File: config.mk
export PLATFORM = sky130hd
export DESIGN_NAME = fpa_mul_stage
export DESIGN_NICKNAME = d
export VERILOG_FILES = /design/src/fpa_pkg.sv /design/src/fpa_mul_stage.sv
export SDC_FILE = /design/constraint.sdc
export NUM_CORES = 1
export LEC_CHECK = 0
export ABC_AREA = 0
export BUFFER_PORTS_ARGS = -buffer_cell sky130_fd_sc_hd__buf_4
export CAP_MARGIN = 15
export CORE_AREA = 5 5 167 169
export DETAILED_ROUTE_END_ITERATION = 10
export DIE_AREA = 0 0 172 174
export PLACE_DENSITY = 0.61
export REMOVE_ABC_BUFFERS = 1
export SYNTH_ARGS = -nofsm -noshare
export SYNTH_HDL_FRONTEND = slang
export SYNTH_SLANG_ARGS = --single-unit
File: constraint.sdc
create_clock -name i_clk -period 6.9 [get_ports i_clk]
set_input_delay 0 -clock i_clk [delete_from_list [all_inputs] [get_ports i_clk]]
set_output_delay 0 -clock i_clk [all_outputs]
set_load 0.02 [all_outputs]
File: src/fpa_pkg.sv
// ----------------------------------------------------------------------------
// Fixed-point ALU package
// Shared types, operation codes and a word-wrapping helper for the Q24.8 ALU pipeline.
// ----------------------------------------------------------------------------
package fpa_pkg;

    localparam int FRAC_BITS  = 8;
    localparam int WORD_WIDTH = 32;
    localparam int DATA_W     = 32;
    localparam int NUM_MAX_W  = 48;

    typedef enum logic [3:0] {
        FN_ADD      = 4'd0,
        FN_SUB      = 4'd1,
        FN_MUL      = 4'd2,
        FN_DIV      = 4'd3,
        FN_GT       = 4'd4,
        FN_LT       = 4'd5,
        FN_GE       = 4'd6,
        FN_LE       = 4'd7,
        FN_EQ       = 4'd8,
        FN_NE       = 4'd9,
        FN_INC      = 4'd10,
        FN_DEC      = 4'd11,
        FN_MIN      = 4'd12,
        FN_MAX      = 4'd13,
        FN_FROM_INT = 4'd14,
        FN_TO_INT   = 4'd15
    } t_func;

    typedef struct packed {
        t_func                  func;
        logic [DATA_W-1:0]      res;
        logic                   cond;
        logic                   dz;
        logic                   neg;
        logic [DATA_W:0]        rem;
        logic [NUM_MAX_W-1:0]   num;
        logic [DATA_W-1:0]      den;
        logic [2*DATA_W-1:0]    prod;
    } t_pipe;

    function automatic logic [DATA_W-1:0] wrap_word(input logic [63:0] x, input int w);
        logic [63:0] t;
        begin
            t = x;
            if (w < DATA_W) begin
                t = x << (64 - w);
                t = 64'($signed(t) >>> (64 - w));
            end
            return t[DATA_W-1:0];
        end
    endfunction

endpackage

File: src/fpa_mul_stage.sv
// ----------------------------------------------------------------------------
// Fixed-point ALU product stage
// Scales the registered product and clears the divider remainder.
// ----------------------------------------------------------------------------
module fpa_mul_stage #(
    parameter int FRAC_BITS  = fpa_pkg::FRAC_BITS,
    parameter int WORD_WIDTH = fpa_pkg::WORD_WIDTH
) (
    input  logic            i_clk,
    input  logic            i_rst_n,
    input  logic            i_valid,
    output logic            o_ready,
    input  fpa_pkg::t_pipe  i_data,
    output logic            o_valid,
    input  logic            i_ready,
    output fpa_pkg::t_pipe  o_data
);

    logic           r_valid;
    fpa_pkg::t_pipe r_data;
    fpa_pkg::t_pipe n_data;

    assign o_ready = !r_valid || i_ready;
    assign o_valid = r_valid;
    assign o_data  = r_data;

    always_comb begin
        n_data     = i_data;
        n_data.rem = '0;
        if (i_data.func == fpa_pkg::FN_MUL) begin
            n_data.res = fpa_pkg::wrap_word(64'($signed(i_data.prod) >>> FRAC_BITS),
                                            WORD_WIDTH);
        end
    end

    always_ff @(posedge i_clk) begin
        if (!i_rst_n) begin
            r_valid <= 1'b0;
        end else if (o_ready) begin
            r_valid <= i_valid;
        end
        if (i_valid && o_ready) begin
            r_data <= n_data;
        end
    end

endmodule

==> results.md <==
* Leakage at just under 5 nW
* Dpl cells at 969
* # DRC at 0
* WL/cell at 17.5 um
* Setup TNS at 0 ns
* Max-Slew Margin vs Limit at 32.8%
* Post-layout nets at 1,052
* Clock sinks at 184
* RSZ-0062 raised after global routing: no
* Final hold vios at 0
* Switching power at 0.717 mW
* Cells after synthesis at around 260
* CORE AREA at around 26,000 um^2
* Critical path launch point type: flop
* Routed Antenna Nets at 0
* Max FO, Critical Path at just under 80
* DR vias/cell at 3.83
* Die H at 174 um
* Vias in the first global route at ~4,900
* Clk pin slew, worst setup/hold paths at 0.08 ns
* Power share of the combinational group at 15.5%
* Worst Setup Path Type: reg -> reg
* Total Wirelength at 20,800 um
* Min Tclk post-route at approximately 2.4 ns
* Slew @ Worst Pin at 1.01 ns
* Clk_lat worst skew at about 0.43 ns
* Hpwl dp at 14,100 um
* Power per cell area at 233 nW/um^2
* Cell Area, Synth at 6210 um^2
* Peak supply drop at 0.119 mV
* CP arrival at around 2.4 ns
* I/O pin count at 438
* First drt pass iteration count at 4
* FF+latch count, synth at roughly 180
* Tcrit/Tclk final at ~34%
* Skew final at 0.0132 ns
* Clock buffer count from CTS at 17
* Sequential Power Share at 48.4%
* Total grt overflow at 0
* Syn avg cell area at about 24 um^2
* Slew Viols, Final at 0
* Die ar. at 29,900 um^2
* Hold/Removal Path Class: in -> reg
* Die W at 172 um
* Share of cells above drive strength 1 at about 52%
* H-tree levels at 4
* Area growth, synth to finish at 89.3%
* Synth cell types at 12
* Clk pwr share at 36.1%
* Initial cell density of the core at 23.5%
* Max_cap viols at 0
* Sw frac at 26.1%
* Status: finished clean
* Port Buf Inserts at 371
* TritonCTS clock tree: done
* P_int at 2.02 mW
* Final Wtd Congestion at 0.754
* First-pass GRT wire length at 29,200 um
* Core Rows at 60
* Yosys warns at 0
* Root Buffer: clkbuf_16
* Routed via count at 4,558
* Largest net degree at the start of global routing at a little under 80
* Total GRT Usage at 13.1%
* Critical Path RT at 6.94 ns
* Initial antenna violation count at 2
* Register area share after synthesis at 88.8%
* Final core utilization at roughly 44%
* Final setup violation count at 0
* Clock Path Buffers at 2
* Iteration-0 DRC Markers at 219
* Hold_ws at 0.290 ns
* Crit end category: flop
* Peak Freq at 422 MHz
* Final std cells w/o fill at 1,189
-- cell families after synthesis --
family	synth area share, %
muxes	5.80
buffers and inverters	4.59
and+or+nand+nor	0.585
other	0.0604
DFF	88.8
AOI/OAI and AO/OA	0.121
-- area by class of cell --
| cell class | instances | area [um^2] |
|---|---|---|
| Clock buffer | 18 | 429 |
| Timing Repair Buffer | 559 | 4660 |
| Inverter | 1 | 3.75 |
| Sequential cell | 184 | 5520 |
| Multi-Input combinational cell | 69 | 531 |
| Tap cell | 341 | 427 |
| Fill cell | 2343 | 14700 |
| Clock inverter | 14 | 178 |
| Antenna cell | 3 | 7.51 |
-- metrics by stage --
step	cell area [um^2]	setup slack, ns	total power, mW
final	11800	4.53	2.74
after detailed placement	9280	4.52	1.69
after global routing	11700	4.37	2.86
after floorplan	6050	1.51	1.50
after CTS	11700	4.51	2.78
after global placement	9280	4.57	1.68
-- layout by cell type (no fill, tap or decap), drive strengths merged --
master,synthesis,layout
mux2,32,32
clkbuf,0,18
diode,0,3
edfxtp,183,183
nor4b,1,1
clkinv,0,7
a21boi,1,1
dlygate4sd3,0,185
inv,1,8
dfxtp,1,1
conb,1,33
buf,36,374
nand2b,1,1
and2,1,1
-- synth_stat cells --
cell type	instances	area (um^2)
and2_1	1	6.26
nor4b_4	1	23.8
inv_1	1	3.75
conb_1	1	3.75
nand2b_1	1	6.26
a21boi_0	1	7.51
buf_4	33	248
dfxtp_1	1	20.0
mux2_1	2	22.5
buf_6	3	33.8
edfxtp_1	183	5500
mux2_2	30	338
-- metal layers --
| metal | wire length, um | up-vias | GRT usage (%) |
|---|---|---|---|
| li1 | - | 2091 | - |
| met1 | 7430 | 2209 | 14.1 |
| met2 | 10800 | 236 | 23.0 |
| met3 | 2080 | 22 | 5.03 |
| met4 | 520 | 0 | 4.85 |
| met5 | 0 | - | 0 |
-- final timing paths --
check,slack (ns),cells past startpoint,from,to
max,4.53,3,o_valid,o_data[211]
min reg2reg,1.06,2,o_valid,o_data[44]
max reg2reg,4.53,3,o_valid,o_data[211]
min,0.29,2,i_data[0],o_data[0]
-- flip-flops by register name, summed over array words and instances (netlist names) --
register	cells
o_valid	1
o_data	183
-- critical path: stages (launching register included) --
cell	delay, ns
dfxtp_1	0.32
nand2b_1	0.13
and2_4	0.58
buf_4	0.87
-- power by group through the flow --
| stage | Clock, mW | Combinational [mW] | Sequential [mW] |
|---|---|---|---|
| 6_report | 0.989 | 0.425 | 1.33 |
| 5_1_grt | 1.07 | 0.448 | 1.33 |
| 4_1_cts | 1.03 | 0.428 | 1.33 |
| 3_5_place_dp | 0 | 0.338 | 1.35 |
| 3_3_place_gp | 0 | 0.334 | 1.35 |
| 2_1_floorplan | 0 | 0.0490 | 1.45 |
-- what timing repair did --
item | in CTS | in global routing
hold buffers | 185 | 0
gates resized for setup | 0 | 0
buffers inserted | 0 | 0
hold endpoints to repair | 184 | 0
endpoints found under the setup margin | 0 | 0
(Power assumes the default switching activity.)
