==> config.mk <==
export PLATFORM = sky130hd
export DESIGN_NAME = fpa_div_step
export DESIGN_NICKNAME = d
export VERILOG_FILES = /design/src/fpa_pkg.sv /design/src/fpa_div_step.sv
export SDC_FILE = /design/constraint.sdc
export NUM_CORES = 1
export LEC_CHECK = 0
export BUFFER_PORTS_ARGS = -buffer_cell sky130_fd_sc_hd__buf_2
export CAP_MARGIN = 20
export CORE_AREA = 5 5 166 168
export CTS_CLUSTER_SIZE = 14
export DETAILED_ROUTE_END_ITERATION = 6
export DIE_AREA = 0 0 171 173
export PLACE_DENSITY = 0.75
export SETUP_SLACK_MARGIN = 0.1
export SYNTH_ARGS = -nofsm -noshare
export SYNTH_HDL_FRONTEND = slang
export SYNTH_SLANG_ARGS = --single-unit
==> constraint.sdc <==
create_clock -name i_clk -period 6.1 [get_ports i_clk]
set_input_delay 0.915 -clock i_clk [delete_from_list [all_inputs] [get_ports i_clk]]
set_output_delay 0.915 -clock i_clk [all_outputs]
set_load 0.1 [all_outputs]
==> src/fpa_pkg.sv <==
// ----------------------------------------------------------------------------
// Fixed-point ALU package
// Shared types, operation codes and a word-wrapping helper for the Q24.8 ALU pipeline.
// ----------------------------------------------------------------------------
package fpa_pkg;

    localparam int FRAC_BITS  = 8;
    localparam int WORD_WIDTH = 32;
    localparam int DATA_W     = 32;
    localparam int NUM_MAX_W  = 48;

    typedef enum logic [3:0] {
        FN_ADD      = 4'd0,
        FN_SUB      = 4'd1,
        FN_MUL      = 4'd2,
        FN_DIV      = 4'd3,
        FN_GT       = 4'd4,
        FN_LT       = 4'd5,
        FN_GE       = 4'd6,
        FN_LE       = 4'd7,
        FN_EQ       = 4'd8,
        FN_NE       = 4'd9,
        FN_INC      = 4'd10,
        FN_DEC      = 4'd11,
        FN_MIN      = 4'd12,
        FN_MAX      = 4'd13,
        FN_FROM_INT = 4'd14,
        FN_TO_INT   = 4'd15
    } t_func;

    typedef struct packed {
        t_func                  func;
        logic [DATA_W-1:0]      res;
        logic                   cond;
        logic                   dz;
        logic                   neg;
        logic [DATA_W:0]        rem;
        logic [NUM_MAX_W-1:0]   num;
        logic [DATA_W-1:0]      den;
        logic [2*DATA_W-1:0]    prod;
    } t_pipe;

    function automatic logic [DATA_W-1:0] wrap_word(input logic [63:0] x, input int w);
        logic [63:0] t;
        begin
            t = x;
            if (w < DATA_W) begin
                t = x << (64 - w);
                t = 64'($signed(t) >>> (64 - w));
            end
            return t[DATA_W-1:0];
        end
    endfunction

endpackage

==> src/fpa_div_step.sv <==
// ----------------------------------------------------------------------------
// Fixed-point ALU divider step
// One restoring division step: brings in one dividend bit, yields one quotient bit.
// ----------------------------------------------------------------------------
module fpa_div_step #(
    parameter int NUM_W = fpa_pkg::DATA_W + fpa_pkg::FRAC_BITS
) (
    input  logic            i_clk,
    input  logic            i_rst_n,
    input  logic            i_valid,
    output logic            o_ready,
    input  fpa_pkg::t_pipe  i_data,
    output logic            o_valid,
    input  logic            i_ready,
    output fpa_pkg::t_pipe  o_data
);

    logic                       r_valid;
    fpa_pkg::t_pipe             r_data;
    fpa_pkg::t_pipe             n_data;
    logic [fpa_pkg::DATA_W:0]   trial;
    logic                       q_bit;

    assign o_ready = !r_valid || i_ready;
    assign o_valid = r_valid;
    assign o_data  = r_data;

    always_comb begin
        n_data = i_data;
        trial  = {i_data.rem[fpa_pkg::DATA_W-1:0], i_data.num[NUM_W-1]};
        q_bit  = trial >= {1'b0, i_data.den};
        n_data.rem = q_bit ? (trial - {1'b0, i_data.den}) : trial;
        n_data.num = {i_data.num[fpa_pkg::NUM_MAX_W-2:0], q_bit};
    end

    always_ff @(posedge i_clk) begin
        if (!i_rst_n) begin
            r_valid <= 1'b0;
        end else if (o_ready) begin
            r_valid <= i_valid;
        end
        if (i_valid && o_ready) begin
            r_data <= n_data;
        end
    end

endmodule

==> results_dict.tcl <==
set metrics [dict create \
    fin_crit_sh_pct 57.2 \
    viasPerCell 4.76 \
    worst_pin_slew_ns 0.933 \
    cp-start-kind "primary input" \
    dieArea_um2 29600 \
    root_buffer "clkbuf_16" \
    ys_async_sr_fraction_pct 0 \
    synth_warnings 0 \
    hold_ws_ns 0.560 \
    grt_use_met3_pct 6.74 \
    ys_types 60 \
    crit_path_max_incr_delay_ns 0.80 \
    syn_nets 847 \
    synth_area_leaders "edfxtp_1 73%, ha_1 4.5%, o21ai_0 2.4%, nand2_1 2.2%, inv_1 1.7%" \
    cts_max_path_buffers 3 \
    vias 6643 \
    worstPathMaxFanout 23 \
    grt_setup_unrepaired "false" \
    avgSynthCellArea_um2 15.0 \
    grt_max_degree 72 \
    crit_path_end_kind "flop" \
    dieWidth_um 171 \
    layout_commonest_cell "buf_2" \
    portBuffers 435 \
    required_ns 6.36 \
    finalSetupTns_ns 0 \
    synth_edf_count 216 \
    routedWlPerCell_um 20.7 \
    n_fill_cell 2298 \
    firstDrtPassIters 4 \
    dp_slack_ns 2.05 \
    drive_gt1_share_pct 45.4 \
    drv_cap 0 \
    numCtsBuffers 23 \
    synth_top_area_cell "edfxtp_1" \
    seqCellArea_um2 6510 \
    ios 438 \
    overflow 0 \
    grt_pass1_vias 6751 \
    cts_tree "done" \
    core_area_um2 25800 \
    final-max-slew-violation-count 0 \
    ys_ff_latch 217 \
    fin_nets 1295 \
    busiest_layer "met2" \
    multi_input_comb_area_um2 2170 \
    hold_buffers 0 \
    p_leak_nw 5.27 \
    power_per_cell_area_nw_per_um2 354 \
    worst_ep_arrival_time_ns 3.75 \
    finalWirelength_um 28800 \
    finalHoldViolCount 0 \
    grt_usage_pct 18.3 \
    drc 0 \
    period_minus_slack_ns 3.49 \
    start_util_pct 34.6 \
    die_h_um 173 \
    htree_levels 1 \
    post_cts_resized 0 \
    clkTransAtPathRegs_ns 0.06 \
    most-common-layout-cells "435 x buf_2, 216 x edfxtp_1, 52 x nand2_1" \
    cts_sinks 217 \
    peakVddDrop_v 0.000272 \
    synthesis.area_um2 8900 \
    worst_slack_ns 2.61 \
    slew_headroom_pct 37.8 \
    clk_latency_ns 0.52 \
    finish.utilization_pct 47.1 \
    fp-row-count 59 \
    grt_pass1_wl_um 41500 \
    antenna_found_initial 7 \
    area_growth_pct 36.4 \
    drt_iter0_drc 496 \
    netlist_instances 594 \
    use_met2_pct 31.1 \
    max_freq_ghz 0.287 \
    synth_top_cell_area_share_pct 72.8 \
    gp_congestion 0.949 \
    path_class "in2reg" \
    met1_usage_pct 21.0 \
    cts_setup_buffers 0 \
    skew_ns 0.00599 \
    status "completed" \
    cpMaxStageDelayCell "o31ai_4" \
    setup-violations-final 0 \
    ant_nets 0 \
    dpl.hpwl_um 22900 \
    cp_cell_sequence "buf_2 -> inv_1 -> ha_1 -> a21o_1 -> a21oi_1 -> a21oi_2 -> o21bai_2 -> a2111oi_4 -> o31ai_4 -> buf_4 -> nor2_1 -> xor2_1" \
    ys_seq_area_share_pct 73.1 \
    hold_path_class "reg2reg" \
    synth_ff_type "edfxtp_1" \
]
-- worst max-delay path, delay by kind of cell --
family / cells / cell delay, ns
buffers and inverters: 3 / 0.50
AOI/OAI and AO/OA: 6 / 1.76
xor gates and xnor gates: 1 / 0.14
and+or+nand+nor: 1 / 0.08
adders and majority gates: 1 / 0.35
-- stage by stage --
| stage | instances | power, W | cell area [µm²] |
|---|---|---|---|
| final | 1395 | 0.00430 | 12100 |
| after global routing | 1393 | 0.00447 | 12100 |
| after CTS | 1393 | 0.00435 | 12100 |
| after detailed placement | 1352 | 0.00307 | 11500 |
| after global placement | 1352 | 0.00306 | 11500 |
| after floorplan | 594 | 0.00282 | 8910 |
-- synth_stat cells (all sizes together) (9+ instances only) --
| master | n |
|---|---|
| nand4 | 10 |
| xor2 | 13 |
| o21ai | 48 |
| xnor2 | 13 |
| nor2 | 18 |
| inv | 42 |
| ha | 32 |
| edfxtp | 216 |
| a21oi | 30 |
| a21o | 10 |
| buf | 9 |
| nand2 | 52 |
-- worst paths after layout --
| path | slack [ns] | cells after the start | start | end |
|---|---|---|---|---|
| worst max register to register | 3.78 | 3 | o_valid | o_data[87] |
| worst max-delay path | 2.61 | 12 | i_data[67] | o_data[176] |
| worst min-delay path | 0.56 | 2 | o_valid | o_valid |
| worst min register to register | 0.56 | 2 | o_valid | o_valid |
-- cell families (layout without fill, tap and decap cells) --
group | after synthesis | after routing | share of synthesized area (%)
compound gates | 138 | 138 | 10.3
mux | 3 | 3 | 0.365
simple gates | 118 | 118 | 6.34
xor+xnor | 26 | 26 | 2.56
fa+ha+maj | 33 | 33 | 4.72
other cells | 0 | 2 | 0
flops | 217 | 217 | 73.1
buf+inv | 59 | 523 | 2.70
-- where the power goes --
part | internal [W] | switching (W)
Sequential | 0.00178 | 0.0000244
Clock | 0.000699 | 0.000567
Combinational | 0.000221 | 0.00101
-- flip-flops by register name, summed over array words and instances (netlist names) --
name and count:
o_data 216, o_valid 1
-- cell type report --
type,count,share of cell area (%)
Antenna cell,2,0.0412
Clock buffer,29,4.92
Clock inverter,12,0.608
Inverter,42,1.30
Multi-Input combinational cell,318,17.9
Sequential cell,217,53.6
Tap cell,335,3.45
Timing Repair Buffer,440,18.2
-- per-layer routing --
| metal | routed length (µm) | part of all wire (%) | vias to the layer above |
|---|---|---|---|
| met5 | 57 | 0.20 | - |
| met3 | 3050 | 11 | 65 |
| met4 | 1160 | 4.0 | 10 |
| met1 | 10500 | 37 | 3144 |
| li1 | - | - | 3141 |
| met2 | 14000 | 49 | 283 |
(Power assumes the default switching activity.)
