$ cat src/fpa_pkg.sv
// ----------------------------------------------------------------------------
// Fixed-point ALU package
// Shared types, operation codes and a word-wrapping helper for the Q24.8 ALU pipeline.
// ----------------------------------------------------------------------------
package fpa_pkg;

    localparam int FRAC_BITS  = 8;
    localparam int WORD_WIDTH = 32;
    localparam int DATA_W     = 32;
    localparam int NUM_MAX_W  = 48;

    typedef enum logic [3:0] {
        FN_ADD      = 4'd0,
        FN_SUB      = 4'd1,
        FN_MUL      = 4'd2,
        FN_DIV      = 4'd3,
        FN_GT       = 4'd4,
        FN_LT       = 4'd5,
        FN_GE       = 4'd6,
        FN_LE       = 4'd7,
        FN_EQ       = 4'd8,
        FN_NE       = 4'd9,
        FN_INC      = 4'd10,
        FN_DEC      = 4'd11,
        FN_MIN      = 4'd12,
        FN_MAX      = 4'd13,
        FN_FROM_INT = 4'd14,
        FN_TO_INT   = 4'd15
    } t_func;

    typedef struct packed {
        t_func                  func;
        logic [DATA_W-1:0]      res;
        logic                   cond;
        logic                   dz;
        logic                   neg;
        logic [DATA_W:0]        rem;
        logic [NUM_MAX_W-1:0]   num;
        logic [DATA_W-1:0]      den;
        logic [2*DATA_W-1:0]    prod;
    } t_pipe;

    function automatic logic [DATA_W-1:0] wrap_word(input logic [63:0] x, input int w);
        logic [63:0] t;
        begin
            t = x;
            if (w < DATA_W) begin
                t = x << (64 - w);
                t = 64'($signed(t) >>> (64 - w));
            end
            return t[DATA_W-1:0];
        end
    endfunction

endpackage

$ cat src/fpa_back.sv
// ----------------------------------------------------------------------------
// Fixed-point ALU output stage
// Signs and wraps the quotient and holds the finished result for the consumer.
// ----------------------------------------------------------------------------
module fpa_back #(
    parameter int FRAC_BITS  = fpa_pkg::FRAC_BITS,
    parameter int WORD_WIDTH = fpa_pkg::WORD_WIDTH
) (
    input  logic                        i_clk,
    input  logic                        i_rst_n,
    input  logic                        i_valid,
    output logic                        o_ready,
    input  fpa_pkg::t_pipe              i_data,
    output logic                        o_valid,
    input  logic                        i_ready,
    output logic [fpa_pkg::DATA_W-1:0]  o_result,
    output logic                        o_condition,
    output logic                        o_divide_by_zero
);

    localparam int NUM_W = fpa_pkg::DATA_W + FRAC_BITS;

    logic                       r_valid;
    logic [fpa_pkg::DATA_W-1:0] r_result;
    logic                       r_condition;
    logic                       r_divide_by_zero;
    logic [fpa_pkg::DATA_W-1:0] n_result;
    logic [63:0]                quot;

    assign o_ready          = !r_valid || i_ready;
    assign o_valid          = r_valid;
    assign o_result         = r_result;
    assign o_condition      = r_condition;
    assign o_divide_by_zero = r_divide_by_zero;

    always_comb begin
        quot     = 64'(i_data.num[NUM_W-1:0]);
        n_result = i_data.res;
        if (i_data.func == fpa_pkg::FN_DIV) begin
            if (i_data.dz) begin
                n_result = '0;
            end else begin
                n_result = fpa_pkg::wrap_word(i_data.neg ? (64'd0 - quot) : quot, WORD_WIDTH);
            end
        end
    end

    always_ff @(posedge i_clk) begin
        if (!i_rst_n) begin
            r_valid <= 1'b0;
        end else if (o_ready) begin
            r_valid <= i_valid;
        end
        if (i_valid && o_ready) begin
            r_result         <= n_result;
            r_condition      <= i_data.cond;
            r_divide_by_zero <= i_data.dz;
        end
    end

endmodule

$ cat config.mk
export PLATFORM = sky130hd
export DESIGN_NAME = fpa_back
export DESIGN_NICKNAME = d
export VERILOG_FILES = /design/src/fpa_pkg.sv /design/src/fpa_back.sv
export SDC_FILE = /design/constraint.sdc
export NUM_CORES = 1
export LEC_CHECK = 0
export ABC_CLOCK_PERIOD_IN_PS = 2900
export BUFFER_PORTS_ARGS = -buffer_cell sky130_fd_sc_hd__buf_4
export CORE_AREA = 2 2 100 102
export DETAILED_ROUTE_END_ITERATION = 12
export DIE_AREA = 0 0 102 104
export GPL_TIMING_DRIVEN = 0
export HOLD_SLACK_MARGIN = 0.06
export PLACE_DENSITY = 0.7
export SYNTH_ARGS = -nofsm -noshare
export SYNTH_HDL_FRONTEND = slang
export SYNTH_SLANG_ARGS = --single-unit
$ cat constraint.sdc
create_clock -name i_clk -period 2.9 [get_ports i_clk]
set_input_delay 0.725 -clock i_clk [delete_from_list [all_inputs] [get_ports i_clk]]
set_output_delay 0.725 -clock i_clk [all_outputs]
set_load 0.01 [all_outputs]
==> key figures <==
Status
  • Status: finished, final reports clean

Power
  • Tot Pwr: 1.28 mW
  • Worst vdd ir: 168 uV
  • Pwr Density: 395 nW/um2
  • Leakage: 1.37 nW

Floorplan
  • Initial core utilization: 22.5%
  • Die area: 10600 um2
  • Die height: 104 um
  • Die width: 102 um
  • Core region area: 9550 um2
  • Num ports: 256
  • Site Rows: 36

STA
  • Relative slew margins: 43.6%
  • F_max: 0.387 GHz
  • Setup TNS: 0 ps
  • Tmin final: 2580 ps
  • Clock Skews: 7.26 ps
  • Actual slew at the worst max-slew pin: 846 ps
  • Setup-failing EPs final: 0
  • Final Slew Violations: 0
  • Hold_ws: 551 ps
  • RSZ-0062 raised after global routing: false
  • Fin crit share: 89.0%
  • Hold Vio Cnt, Final: 0

GRT
  • Global route overflow: 0
  • Largest net degree at the start of global routing: 35
  • Vias in the first global route: 2065
  • First-pass GRT wire length: 11600 um
  • Initial antenna violation count: 0
  • GRT Total Usage: 14.4%

Worst setup path
  • Worst reg2reg path depth: 2
  • Worst r2r dst: o_result[11]$_DFFE_PP_
  • Slowest CP cell: nor4_2
  • Crit path launch: i_data[107]
  • Highest cell delay on the worst timing path: 460 ps
  • Critical Path RT: 2960 ps
  • WS Path Type: primary input to flip-flop
  • CP Cell Sequence: buf_4, nor4_2, nand4b_1, clkbuf_1, o41ai_1, xor2_1, o21ai_0
  • CP Launch Type: primary input
  • Max FO, Critical Path: 10
  • Critical path endpoint: o_result[21]$_DFFE_PP_
  • Reg-to-reg startpoint: o_valid$_SDFFE_PN0N_
  • R2r setup slk: 1380 ps
  • WP data arrival: 2640 ps
  • Crit end category: flip-flop

Clock network
  • # hold bufs at CTS: 0
  • Worst skew pair latency: 290 ps
  • Root buf cell: clkbuf_8
  • Num CTS Buffers: 5
  • CTS sink count: 35
  • Reg clk slew, reported paths: 70 ps
  • CTS tree: yes
  • H-tree depth: 2
  • Clock Path Buffers: 2
  • Post-CTS Setup Repair Bufs: 0

Route
  • ANT nets after route: 0
  • Remaining DRCs: 0
  • Routed vias/inst: 4.39
  • DR pass1 iterations: 4
  • Routed WL: 7490 um
  • Starting DRC count in detailed routing: 115
  • WL/cell: 16.3 um
  • Via count: 2012

Synthesis
  • Synth top area share: 47.5%
  • Yosys top cell by area: edfxtp_1
  • Mapped Area: 2150 um2
  • Sequential area share after synthesis: 48.4%
  • Netlist cell types: 30
  • Synthesized flop and latch total: 35
  • Top post-synthesis cells by area: edfxtp_1 (47%), xor2_1 (12%), o21ai_0 (6.3%)
  • Synthesized Nets: 428
  • Syn avg cell area: 10.4 um2
  • Mapped Cells: 207
  • Synth warn: 0

Finish
  • Syn-to-layout area delta: 50.8%
  • Final nets: 545
  • Final Cell Area: 3240 um2
  • Diode count: 0
  • Share of cells above drive strength 1: 40.6%
  • Final core occ: 33.9%
  • Fillers: 1002

Placed design
  • Port bufs: 110
  • DP Area: 3140 um2
  • Final HPWL DP: 5900 um
  • GP Congestion: 0.824

Hold path
  • Worst hold path type: flip-flop to flip-flop
  • Hold_sp: o_valid$_SDFFE_PN0N_

Run
  • Max-cap check violation count: 0
registers in the layout, summed over array words and instances (netlist names):
signal	cells
o_result	32
o_condition	1
o_divide_by_zero	1
o_valid	1
Yosys cell counts, drive strengths merged:
| library cell | count |
|---|---|
| nand2 | 35 |
| edfxtp | 34 |
| o21ai | 33 |
| xor2 | 29 |
| o31ai | 16 |
| clkbuf | 10 |
| o41ai | 10 |
| or3 | 7 |
| inv | 4 |
| nor4 | 4 |
| buf | 3 |
| nand2b | 3 |
| nor2 | 3 |
| or2 | 3 |
| nand3 | 2 |
| nand4b | 2 |
| a21boi | 1 |
| and2 | 1 |
| dfxtp | 1 |
| ha | 1 |
| mux2i | 1 |
| nor2b | 1 |
| nor3 | 1 |
| or4 | 1 |
| xnor2 | 1 |
layout by cell type (no fill, tap or decap), types with 3 or more instances in the layout:
cell      instances
buf_4           110
nand2_1          35
edfxtp_1         34
xor2_1           29
o21ai_0          27
o31ai_1          16
clkbuf_1         11
o21ai_1           6
clkbuf_8          6
or3_1             5
o41ai_1           5
inv_1             4
o41ai_2           4
nor2_1            3
or2_2             3
nor4_1            3
nand2b_1          3
worst max-delay path, delay by kind of cell:
kind | cells | cell delay (ps)
xor+xnor | 1 | 100
compound gates | 2 | 700
simple gates | 2 | 680
buf+inv | 2 | 420
area by class of cell:
type                       count  area, um2  share of cell area (%)
inverter                       4       15.0                   0.463
clock inverter                 1       5.00                   0.154
clock buffer                   7       86.3                    2.66
timing repair buffer         110        826                    25.5
tap                          133        166                    5.14
multi-input combinational    155       1040                    32.0
buffer                        13       63.8                    1.97
sequential                    35       1040                    32.1
kinds of logic after synthesis:
group                      after synthesis  synth area share, %
DFF                                     35                 48.4
adders and majority gates                1                0.582
muxes                                    1                0.466
xor gates and xnor gates                30                 12.2
buffers and inverters                   17                 3.67
AOI/OAI and AO/OA                       60                 20.0
and+or+nand+nor                         63                 14.7
metal layers:
metal / GRT usage (%) / wire length [um] / vias to the layer above
li1: - / - / 1001
met4: 4.10 / 97 / 0
met1: 19.0 / 3310 / 919
met5: 0 / 0 / -
met2: 22.1 / 3380 / 85
met3: 5.17 / 701 / 7
per-stage QoR:
| step | cells | worst slack [ps] |
|---|---|---|
| after floorplan | 207 | 349 |
| after global placement | 450 | -148 |
| after detailed placement | 450 | -174 |
| after CTS | 458 | 124 |
| after global routing | 458 | 189 |
| final | 458 | 318 |
what timing repair did:
item | CTS | global route
endpoints found under the hold margin | 0 | 0
endpoints found under the setup margin | 0 | 2
resized for setup | 0 | 1
worst min path at each step:
stage / slack [ps] / cells after the start / endpoint
3_3_place_gp: 510 / 2 / o_valid$_SDFFE_PN0N_
4_1_cts: 550 / 2 / o_valid$_SDFFE_PN0N_
5_1_grt: 600 / 2 / o_valid$_SDFFE_PN0N_
2_1_floorplan: 610 / 2 / o_valid$_SDFFE_PN0N_
3_5_place_dp: 540 / 2 / o_valid$_SDFFE_PN0N_
6_report: 550 / 2 / o_valid$_SDFFE_PN0N_
power by group:
group	internal, mW	switching, mW
registers	0.595	0.00962
logic	0.148	0.141
clock network	0.192	0.193
Note: power is estimated with default switching activity, not from simulation.
