==> src/fpa_pkg.sv <==
// ----------------------------------------------------------------------------
// Fixed-point ALU package
// Shared types, operation codes and a word-wrapping helper for the Q24.8 ALU pipeline.
// ----------------------------------------------------------------------------
package fpa_pkg;

    localparam int FRAC_BITS  = 8;
    localparam int WORD_WIDTH = 32;
    localparam int DATA_W     = 32;
    localparam int NUM_MAX_W  = 48;

    typedef enum logic [3:0] {
        FN_ADD      = 4'd0,
        FN_SUB      = 4'd1,
        FN_MUL      = 4'd2,
        FN_DIV      = 4'd3,
        FN_GT       = 4'd4,
        FN_LT       = 4'd5,
        FN_GE       = 4'd6,
        FN_LE       = 4'd7,
        FN_EQ       = 4'd8,
        FN_NE       = 4'd9,
        FN_INC      = 4'd10,
        FN_DEC      = 4'd11,
        FN_MIN      = 4'd12,
        FN_MAX      = 4'd13,
        FN_FROM_INT = 4'd14,
        FN_TO_INT   = 4'd15
    } t_func;

    typedef struct packed {
        t_func                  func;
        logic [DATA_W-1:0]      res;
        logic                   cond;
        logic                   dz;
        logic                   neg;
        logic [DATA_W:0]        rem;
        logic [NUM_MAX_W-1:0]   num;
        logic [DATA_W-1:0]      den;
        logic [2*DATA_W-1:0]    prod;
    } t_pipe;

    function automatic logic [DATA_W-1:0] wrap_word(input logic [63:0] x, input int w);
        logic [63:0] t;
        begin
            t = x;
            if (w < DATA_W) begin
                t = x << (64 - w);
                t = 64'($signed(t) >>> (64 - w));
            end
            return t[DATA_W-1:0];
        end
    endfunction

endpackage

==> src/fpa_front.sv <==
// ----------------------------------------------------------------------------
// Fixed-point ALU front stage
// Decodes the operation, forms simple results, the product and divide setup.
// ----------------------------------------------------------------------------
module fpa_front #(
    parameter int FRAC_BITS  = fpa_pkg::FRAC_BITS,
    parameter int WORD_WIDTH = fpa_pkg::WORD_WIDTH
) (
    input  logic                        i_clk,
    input  logic                        i_rst_n,
    input  logic                        i_valid,
    output logic                        o_ready,
    input  logic [3:0]                  i_func,
    input  logic [fpa_pkg::DATA_W-1:0]  i_operand_a,
    input  logic [fpa_pkg::DATA_W-1:0]  i_operand_b,
    output logic                        o_valid,
    input  logic                        i_ready,
    output fpa_pkg::t_pipe              o_data
);

    logic                   r_valid;
    fpa_pkg::t_pipe         r_data;
    fpa_pkg::t_pipe         n_data;
    logic signed [31:0]     a;
    logic signed [31:0]     b;
    logic signed [63:0]     a64;
    logic signed [63:0]     b64;
    logic [32:0]            mag_a;
    logic [31:0]            mag_b;

    assign o_ready = !r_valid || i_ready;
    assign o_valid = r_valid;
    assign o_data  = r_data;

    always_comb begin
        a     = fpa_pkg::wrap_word({{32{i_operand_a[31]}}, i_operand_a}, WORD_WIDTH);
        b     = fpa_pkg::wrap_word({{32{i_operand_b[31]}}, i_operand_b}, WORD_WIDTH);
        a64   = 64'(a);
        b64   = 64'(b);
        mag_a = a[31] ? 33'(-a64) : 33'(a64);
        mag_b = b[31] ? 32'(-b64) : 32'(b64);
        n_data      = '0;
        n_data.func = fpa_pkg::t_func'(i_func);
        n_data.prod = a64 * b64;
        n_data.neg  = a[31] ^ b[31];
        n_data.den  = mag_b;
        n_data.num  = fpa_pkg::NUM_MAX_W'(mag_a) << FRAC_BITS;
        case (fpa_pkg::t_func'(i_func))
            fpa_pkg::FN_ADD:      n_data.res  = fpa_pkg::wrap_word(a64 + b64, WORD_WIDTH);
            fpa_pkg::FN_SUB:      n_data.res  = fpa_pkg::wrap_word(a64 - b64, WORD_WIDTH);
            fpa_pkg::FN_DIV:      n_data.dz   = (b == 32'sd0);
            fpa_pkg::FN_GT:       n_data.cond = a > b;
            fpa_pkg::FN_LT:       n_data.cond = a < b;
            fpa_pkg::FN_GE:       n_data.cond = a >= b;
            fpa_pkg::FN_LE:       n_data.cond = a <= b;
            fpa_pkg::FN_EQ:       n_data.cond = a == b;
            fpa_pkg::FN_NE:       n_data.cond = a != b;
            fpa_pkg::FN_INC:      n_data.res  = fpa_pkg::wrap_word(a64 + 64'sd1, WORD_WIDTH);
            fpa_pkg::FN_DEC:      n_data.res  = fpa_pkg::wrap_word(a64 - 64'sd1, WORD_WIDTH);
            fpa_pkg::FN_MIN:      n_data.res  = fpa_pkg::wrap_word((a > b) ? b64 : a64, WORD_WIDTH);
            fpa_pkg::FN_MAX:      n_data.res  = fpa_pkg::wrap_word((a > b) ? a64 : b64, WORD_WIDTH);
            fpa_pkg::FN_FROM_INT: n_data.res  = fpa_pkg::wrap_word(a64 <<< FRAC_BITS, WORD_WIDTH);
            fpa_pkg::FN_TO_INT:   n_data.res  = fpa_pkg::wrap_word(a64 >>> FRAC_BITS, WORD_WIDTH);
            default:              n_data.res  = '0;
        endcase
    end

    always_ff @(posedge i_clk) begin
        if (!i_rst_n) begin
            r_valid <= 1'b0;
        end else if (o_ready) begin
            r_valid <= i_valid;
        end
        if (i_valid && o_ready) begin
            r_data <= n_data;
        end
    end

endmodule

==> config.mk <==
export PLATFORM = sky130hd
export DESIGN_NAME = fpa_front
export DESIGN_NICKNAME = d
export VERILOG_FILES = /design/src/fpa_pkg.sv /design/src/fpa_front.sv
export SDC_FILE = /design/constraint.sdc
export NUM_CORES = 2
export LEC_CHECK = 0
export BUFFER_PORTS_ARGS = -buffer_cell sky130_fd_sc_hd__buf_2
export CAP_MARGIN = 20
export CORE_ASPECT_RATIO = 0.6
export CORE_UTILIZATION = 40
export DETAILED_ROUTE_END_ITERATION = 8
export GPL_TIMING_DRIVEN = 0
export PLACE_DENSITY = 0.63
export SYNTH_ARGS = -nofsm -noshare
export SYNTH_HDL_FRONTEND = slang
export SYNTH_SLANG_ARGS = --single-unit
==> constraint.sdc <==
create_clock -name i_clk -period 11.49 [get_ports i_clk]
set_input_delay 2.298 -clock i_clk [delete_from_list [all_inputs] [get_ports i_clk]]
set_output_delay 2.298 -clock i_clk [all_outputs]
set_load 0.1 [all_outputs]
==> results.toml <==
[status]
status = "finished, final reports clean"

[timing]
slew_viol_final = 0
rsz0062_at_grt = "yes"
period_share_pct = 98.7
fmax_mhz = 88.2
hold_violations = 0
period_needed_ns = 11.34
worst_pin_slew_ns = 1.31
finClkSkew_ns = 0.0169
setup_violations = 0
slew_headroom_pct = 12.8

[global_routing]
gr-total-overflow = 0
grt_pass1_wl_um = 290000
grt_max_degree = 65
grt_pass1_vias = 38087
grt_usage_pct = 34.7
antenna_found_initial = 28

[synth]
avgSynthCellArea_um2 = 9.55
synth_warnings = 0
yosysSeqAreaShare_pct = 10.6
syn_inst = 5003
synth_cell_types = 76
synthFlopType = "edfxtp_1"
async_flop_share_pct = 0
synth_edf_count = 168
ys_ff_latch = 169
synthesis.area_um2 = 47800

[setup_path]
crit_start = "i_operand_b[12]"
cp.required_ns = 11.78
cp-end-kind = "flip-flop"
reg2reg_from = "o_valid"
path_max_fanout = 10
worstSetupPathType = "input pin to flip-flop"
cp.arrival_ns = 11.63
cp-start-kind = "input pin"

[floorplan]
io_pins = 290
fp-row-count = 97
fp.dieArea_um2 = 121000
die_h_um = 270
die_x_um = 448
coreArea_um2 = 117000
start_util_pct = 40.7

[routing]
route.detailed.drc = 0
drt-initial-drc-count = 4713
routed_via_density = 5.52
avgRoutedWirePerCell_um = 29.8
detail-route-antenna-nets = 0
vias = 38171
wl_um = 206000
dr.pass1.iters = 7

[clocking]
cts_buffer_depth = 2
cts_tree = "built"
clock_sinks = 169
root_buffer = "clkbuf_16"
numCtsBuffers = 17
clk-insertion-delay-late_ns = 0.55
ctsHoldBuffers = 0
cts_max_level = 4
clk_pin_slew_ns = 0.08

[place]
routabilityCongestion = 1.08
port_buffers = 241
dp_hpwl_um = 177000
place_area_um2 = 51400

[finish]
final_nets = 6751
areaGrowthSynthToFinish_pct = 9.50
stdcell_area_um2 = 52300
layout-drive-gt1-share_pct = 8.99

[run]
max-cap-violations = 0

[worst_hold_path]
hold_class = "flip-flop to flip-flop"
hold_start = "o_valid"
-- per-stage QoR --
stage               setup slack (ns)  setup TNS [ns]  cells  utilization, %  hold WS (ns)
global placement               -2.85          -46.24   6876            43.5         0.500
CTS                          0.00493               0   6905            44.3         0.553
finish                         0.149               0   6919            44.5         0.555
detailed placement             -2.22          -28.61   6893            43.8         0.539
floorplan                       1.33               0   5051               -          1.78
global route                 -0.0352         -0.0352   6914            44.5         0.578
-- synthesized netlist by cell type, types with 20 or more instances --
master / number / share of area [%]
and2_1: 442 / 5.8
nand2b_1: 42 / 0.55
a21oi_1: 139 / 1.5
buf_1: 21 / 0.17
xnor2_1: 169 / 3.1
o21ai_0: 101 / 1.1
clkbuf_1: 262 / 2.1
nor3_1: 21 / 0.22
fa_1: 1084 / 45
xor2_1: 38 / 0.70
and3_1: 20 / 0.26
edfxtp_1: 168 / 11
a21o_1: 60 / 0.94
mux2i_1: 36 / 0.75
inv_1: 1033 / 8.1
ha_1: 281 / 7.4
nor2b_1: 20 / 0.26
buf_4: 50 / 0.79
nor2_1: 150 / 1.2
nand2_1: 571 / 4.5
nand3_1: 21 / 0.22
-- routing by layer --
metal  global-route usage, %  vias to the layer above  share of wire (%)
li1                        -                    15688                  -
met4                    9.62                       18                3.0
met1                    52.2                    19502                 44
met3                    17.3                      339                 16
met5                    3.29                        -               0.36
met2                    42.0                     2624                 36
-- timing repair --
action,4_1_cts,5_1_grt
setup endpoints to repair,22,9
setup buffers,2,5
resized for setup,65,73
endpoints found under the hold margin,0,0
pin swaps,0,1
-- layout by cell type (no fill, tap or decap), drive strengths merged, types with 8 or more instances in the layout --
| cell | Yosys | routed |
|---|---|---|
| clkbuf | 262 | 254 |
| xnor2 | 169 | 169 |
| nor2b | 20 | 20 |
| ha | 281 | 281 |
| mux2i | 36 | 36 |
| nand2b | 42 | 42 |
| o31ai | 17 | 17 |
| o211ai | 11 | 11 |
| nand4 | 19 | 19 |
| a211o | 9 | 9 |
| xor2 | 38 | 38 |
| o21ai | 106 | 106 |
| a222oi | 14 | 14 |
| o221ai | 15 | 15 |
| or3 | 15 | 15 |
| or2 | 8 | 8 |
| a21oi | 139 | 139 |
| edfxtp | 168 | 168 |
| nand3 | 21 | 21 |
| or4 | 8 | 8 |
| a21o | 60 | 60 |
| inv | 1034 | 1040 |
| buf | 75 | 342 |
| diode | 0 | 8 |
| and3 | 20 | 20 |
| o21bai | 13 | 13 |
| a221oi | 13 | 13 |
| conb | 1 | 49 |
| a31oi | 19 | 19 |
| o21a | 15 | 15 |
| fa | 1084 | 1084 |
| a211oi | 10 | 10 |
| nor2 | 151 | 151 |
| and2 | 442 | 442 |
| nor3 | 21 | 21 |
| nand2 | 572 | 572 |
-- path summary, 6_finish.rpt --
| kind | end | slack, ns | cells after the start |
|---|---|---|---|
| worst max register to register | o_data[118] | 9.69 | 3 |
| worst min register to register | o_valid | 0.55 | 2 |
| worst max-delay path | o_data[63] | 0.15 | 26 |
| worst min-delay path | o_valid | 0.55 | 2 |
-- final cells by class --
class / instances / area, um^2
fill: 11687 / 65200
multi-input combinational: 3508 / 37600
sequential: 169 / 5060
inverter: 1037 / 3910
tap: 1584 / 1980
timing repair buffer: 273 / 1650
buffer: 308 / 1470
clock buffer: 18 / 429
clock inverter: 14 / 155
antenna: 8 / 20.0
-- worst max-delay path, stage by stage --
cell and delay, ns:
buf_2 0.44, clkbuf_1 0.98, and2_1 0.30, fa_1 0.46
fa_1 0.41, fa_1 0.50, inv_1 0.05, fa_1 0.48
inv_1 0.05, fa_1 0.49, fa_1 0.51, fa_1 0.49
inv_1 0.05, fa_1 0.47, inv_1 0.04, ha_1 0.22
or3_1 0.38, o2111ai_1 0.56, a2bb2oi_2 0.47, a211oi_2 0.19
o2111ai_1 0.46, a21oi_2 0.20, o21a_1 0.30, a211oi_1 0.44
o21ai_2 0.19, xnor2_1 0.16
-- state kept, by name, indices dropped and copies added, names as in the netlist --
register,flops
o_valid,1
o_data,168
-- kinds of logic (layout without fill, tap and decap cells) --
group	after synthesis	in the layout	share of synthesized area [%]
flops	169	169	10.6
buf+inv	1374	1650	11.2
fa+ha+maj	1365	1365	52.8
other cells	1	57	0.00785
simple gates	1361	1361	14.1
mux	38	38	0.802
compound gates	488	488	6.69
xor+xnor	207	207	3.80
Power is left out: the tool's default activity adds up to more than one toggle a clock period on the data nets, which glitch-free logic cannot reach.
